File: config.mk
export PLATFORM = sky130hd
export DESIGN_NAME = mwsl_front_flat
export DESIGN_NICKNAME = d
export VERILOG_FILES = /design/src/mwsl_pkg.sv /design/src/mwsl_in_if.sv /design/src/mwsl_front.sv /design/src/flat_wrapper.sv
export SDC_FILE = /design/constraint.sdc
export NUM_CORES = 1
export LEC_CHECK = 0
export BUFFER_PORTS_ARGS = -buffer_cell sky130_fd_sc_hd__buf_2
export CORE_ASPECT_RATIO = 0.6
export CORE_UTILIZATION = 46
export DETAILED_ROUTE_END_ITERATION = 6
export GPL_TIMING_DRIVEN = 0
export PLACE_DENSITY = 0.82
export SKIP_CTS_REPAIR_TIMING = 1
export SYNTH_ARGS = -nofsm -noshare
export SYNTH_HDL_FRONTEND = slang
export SYNTH_SLANG_ARGS = --single-unit
export TNS_END_PERCENT = 20
File: constraint.sdc
create_clock -name clk -period 1.9 [get_ports clk]
set_input_delay 0.285 -clock clk [delete_from_list [all_inputs] [get_ports clk]]
set_output_delay 0.285 -clock clk [all_outputs]
set_load 0.05 [all_outputs]
File: src/mwsl_pkg.sv
package mwsl_pkg;

    // Default sizing, used as the defaults of the top level parameters
    localparam int DEF_WINDOW_DEPTH = 1024;
    localparam int DEF_VALUE_BITS   = 20;

    // Threshold register
    localparam int TARGET_BITS  = 30;
    localparam int TARGET_RESET = 1;

    // Request queue between front and back
    localparam int QUEUE_DEPTH = 2;

    // Back end sequencer
    typedef enum logic [1:0] {
        BK_IDLE,
        BK_DROP,
        BK_CHECK,
        BK_POP
    } back_state_t;

    // Control side of the queue head, front to back
    typedef struct packed {
        logic valid;
        logic last;
    } q_ctrl_t;

endpackage

File: src/mwsl_in_if.sv
interface mwsl_in_if #(parameter int VALUE_BITS = 20);
    logic                  valid;
    logic                  ready;
    logic [VALUE_BITS-1:0] value;
    logic                  last_item;

    modport source (output valid, output value, output last_item, input ready);
    modport sink   (input valid, input value, input last_item, output ready);
endinterface

File: src/mwsl_front.sv
module mwsl_front import mwsl_pkg::*; #(
    parameter int VALUE_BITS = DEF_VALUE_BITS
) (
    input  logic                  clk,
    input  logic                  rst_n,
    mwsl_in_if.sink               item,
    output q_ctrl_t               q_ctrl,
    output logic [VALUE_BITS-1:0] q_value,
    input  logic                  q_ready
);

    localparam int QP_W = (QUEUE_DEPTH > 1) ? $clog2(QUEUE_DEPTH) : 1;
    localparam int QC_W = $clog2(QUEUE_DEPTH + 1);

    logic [VALUE_BITS-1:0] value_q [QUEUE_DEPTH];
    logic                  last_q  [QUEUE_DEPTH];

    logic [QP_W-1:0] wr_ptr_reg, wr_ptr_next;
    logic [QP_W-1:0] rd_ptr_reg, rd_ptr_next;
    logic [QC_W-1:0] count_reg, count_next;

    logic push, pop;

    function automatic logic [QP_W-1:0] qp_inc(input logic [QP_W-1:0] p);
        return (p == QP_W'(QUEUE_DEPTH - 1)) ? '0 : p + 1'b1;
    endfunction

    assign item.ready   = (count_reg != QC_W'(QUEUE_DEPTH));
    assign push         = item.valid && item.ready;
    assign q_ctrl.valid = (count_reg != '0);
    assign q_ctrl.last  = last_q[rd_ptr_reg];
    assign q_value      = value_q[rd_ptr_reg];
    assign pop          = q_ctrl.valid && q_ready;

    // Pointer and fill bookkeeping
    always_comb
    begin
        wr_ptr_next = push ? qp_inc(wr_ptr_reg) : wr_ptr_reg;
        rd_ptr_next = pop ? qp_inc(rd_ptr_reg) : rd_ptr_reg;
        count_next  = count_reg;
        if (push && !pop)
        begin
            count_next = count_reg + 1'b1;
        end
        else if (pop && !push)
        begin
            count_next = count_reg - 1'b1;
        end
    end

    always_ff @(posedge clk or negedge rst_n)
    begin
        if (!rst_n)
        begin
            wr_ptr_reg <= '0;
            rd_ptr_reg <= '0;
            count_reg  <= '0;
        end
        else
        begin
            wr_ptr_reg <= wr_ptr_next;
            rd_ptr_reg <= rd_ptr_next;
            count_reg  <= count_next;
        end
    end

    // Request payload store, tagged with its end-of-sequence mark
    always_ff @(posedge clk)
    begin
        if (push)
        begin
            value_q[wr_ptr_reg] <= item.value;
            last_q[wr_ptr_reg]  <= item.last_item;
        end
    end

endmodule

File: src/flat_wrapper.sv
// flat-port wrapper written by rule: the top's interface ports become plain ports
module mwsl_front_flat import mwsl_pkg::*;
#(
    parameter int VALUE_BITS = DEF_VALUE_BITS
)
  (clk, rst_n, q_ctrl, q_value, q_ready, item_valid, item_value, item_last_item, item_ready);
  mwsl_in_if #(.VALUE_BITS(VALUE_BITS)) item_i ();
  input  logic clk;
  input  logic rst_n;
  output q_ctrl_t q_ctrl;
  output logic [VALUE_BITS-1:0] q_value;
  input  logic q_ready;
  input wire logic [$bits(item_i.valid)-1:0] item_valid;
  input wire logic [$bits(item_i.value)-1:0] item_value;
  input wire logic [$bits(item_i.last_item)-1:0] item_last_item;
  output wire logic [$bits(item_i.ready)-1:0] item_ready;
  assign item_i.valid = item_valid;
  assign item_i.value = item_value;
  assign item_i.last_item = item_last_item;
  assign item_ready = item_i.ready;
  mwsl_front #(.VALUE_BITS(VALUE_BITS)) u_core (.clk(clk), .rst_n(rst_n), .item(item_i), .q_ctrl(q_ctrl), .q_value(q_value), .q_ready(q_ready));
endmodule
==> results.json <==
{
  "p_clk_frac": 0.177,
  "p_sw_frac": 0.411,
  "initial_core_util": 0.506,
  "drc": 0,
  "worstPathMaxFanout": 10,
  "grt_usage": 0.156,
  "setup_viol": 0,
  "synth_seq_cells": 46,
  "fin_crit_sh": 0.928,
  "powerDensity_nw_per_um2": 1830,
  "grt_pass1_vias": 911,
  "crit_family": "flip-flops",
  "slew_violations": 0,
  "drt_iter0_markers": 38,
  "outcome": "complete, no violations",
  "critPathCaptureType": "output pin",
  "synth_area_um2": 1730,
  "vias": 881,
  "switchingPower_w": 0.00162,
  "seq_power_share": 0.382,
  "dpl_worst_slack_ns": -0.0604,
  "path_clk_slew_ns": 0.08,
  "multi_input_area_um2": 353,
  "maxCapViolCount": 0,
  "finalWirelength_mm": 2.73,
  "synthDistinctLibCells": 14,
  "ys_seq_area_frac": 0.786,
  "cpPeakStageDelay_ns": 0.44,
  "crit_path_top_delay_cell": "dfrtp_1",
  "antenna_found_initial": 0,
  "grt_max_degree": 22,
  "max_freq_ghz": 0.567,
  "gp_congestion": 0.718,
  "clk_latency_ns": 0.29,
  "wl_per_cell_um": 14.8,
  "max_slew.worst_pin.slew_ns": 0.611,
  "cts_made_buffers": 5,
  "power.leakage_nw": 0.831,
  "synth_cells": 83,
  "p_comb_frac": 0.441,
  "fin_crit_ns": 1.76,
  "relSlewSlack": 0.591,
  "min_delay_path_depth": 1,
  "cp.depth": 3,
  "worstPathArrival_ns": 1.48,
  "path_buf_inv": 2,
  "syn_to_final_growth_pct": 24.3,
  "cp.required_ns": 1.62,
  "tritoncts": "done",
  "dieArea_um2": 4020,
  "place.port_buffers": 47,
  "clk_path_buf_depth": 2,
  "die_y_um": 49.5,
  "layout_common_cells": "buf_2, edfxtp_1, mux2_2, clkbuf_8, dfrtp_1",
  "syn-num-nets": 109,
  "setup_slack_ns": 0.137,
  "layout_commonest_cell": "buf_2",
  "fin_nets": 164,
  "p_total_w": 0.00393,
  "avgViaCountPerCell": 4.79,
  "rows": 16,
  "io_pins": 48,
  "clock-sinks": 46,
  "grt_pass1_wl_mm": 4.31,
  "worst_ir_drop_vdd_mv": 0.961,
  "gr-total-overflow": 0,
  "ant_nets": 0,
  "critPathKind": "flop to output pin",
  "min_path_type": "primary input to flop",
  "worst_hold_slack_ns": 0.174,
  "largest_reg_flops": 40,
  "final_hold_viol_count": 0,
  "register_area_um2": 1360,
  "drive_gt1_frac": 0.590,
  "fill_cells": 249,
  "fin_skew_ns": 0.00552,
  "grt_setup_unrepaired": "no",
  "path_cells": "buf_6, mux2_2, buf_2",
  "intPower_w": 0.00231,
  "worstSetupStartpointType": "flop",
  "cts_root_buf": "clkbuf_8",
  "h-tree-depth": 2,
  "drt-pass1-iter-count": 4,
  "yosys_warnings": 0,
  "coreArea_um2": 3420,
  "syn_area_per_cell_um2": 20.9,
  "r2r_cells": 3,
  "dp_hpwl_mm": 1.88,
  "die_w_um": 81.2,
  "diodes": 0
}
[kinds of logic after synthesis]
| family | share of synthesized area |
|---|---|
| simple gates | 0.0296 |
| xor+xnor | 0.0253 |
| flops | 0.786 |
| mux | 0.137 |
| buf+inv | 0.0152 |
| fa+ha+maj | 0.00722 |
[synth_stat cells]
cell,n,area [um^2]
nand2_1,1,3.75
nor2_1,2,7.51
xnor2_1,3,26.3
mux2_2,21,236
nand2b_4,1,13.8
nand2_4,1,11.3
inv_1,1,3.75
ha_1,1,12.5
dfrtp_1,4,100
edfxtp_1,42,1260
xor2_1,2,17.5
buf_6,2,22.5
or2_4,1,8.76
and3_1,1,6.26
[worst reg2reg max path, delay by kind of cell, from the launching register on]
kind	cells	cell delay, ns
and+or+nand+nor	3	0.79
DFF	1	0.43
[cell type report]
class,instances,share of cell area
plain buffers,2,0.0105
inverters,1,0.00174
repair buffers,48,0.114
multi-input cells,34,0.164
clock inverters,2,0.0174
flip-flops and latches,46,0.633
clock buffers,6,0.0337
well taps,45,0.0262
[worst paths after layout]
path	start	end	slack, ns
worst min-delay path	item_value[13]	u_core.value_q[0][13]$_DFFE_PP_	0.17
max in group asynchronous	rst_n	u_core.count_reg[0]$_DFFE_PN0P_	1.44
worst min register to register	u_core.count_reg[0]$_DFFE_PN0P_	u_core.count_reg[0]$_DFFE_PN0P_	0.55
min in group asynchronous	rst_n	u_core.wr_ptr_reg$_DFFE_PN0P_	0.34
worst max-delay path	u_core.rd_ptr_reg$_DFFE_PN0P_	q_value[19]	0.14
worst max register to register	u_core.count_reg[0]$_DFFE_PN0P_	u_core.value_q[0][4]$_DFFE_PP_	0.31
[through the flow]
step | instances | instance area [um^2] | setup TNS [ns] | utilization
floorplan | 83 | 1730 | 0 | -
global placement | 175 | 2030 | 0 | 0.592
detailed placement | 175 | 2030 | -1.24 | 0.592
CTS | 183 | 2140 | -1.69 | 0.624
global route | 184 | 2150 | 0 | 0.629
finish | 184 | 2150 | 0 | 0.629
[power groups by stage]
| stage | Sequential, W | Clock (W) | Combinational (W) |
|---|---|---|---|
| 2_1_floorplan | 0.00149 | 0 | 0.00141 |
| 3_3_place_gp | 0.00150 | 0 | 0.00170 |
| 3_5_place_dp | 0.00153 | 0 | 0.00174 |
| 4_1_cts | 0.00151 | 0.000715 | 0.00174 |
| 5_1_grt | 0.00153 | 0.000754 | 0.00184 |
| 6_report | 0.00150 | 0.000696 | 0.00173 |
[per-layer routing]
layer / vias to the layer above / GRT usage / wire length, um / share of wire
met5: - / 0 / 0 / 0
met4: 0 / 0.0536 / 36 / 0.013
met3: 6 / 0.0667 / 260 / 0.095
met2: 39 / 0.249 / 1310 / 0.48
met1: 412 / 0.191 / 1120 / 0.41
li1: 424 / - / - / -
No activity file was read; power rests on OpenSTA's default activity.
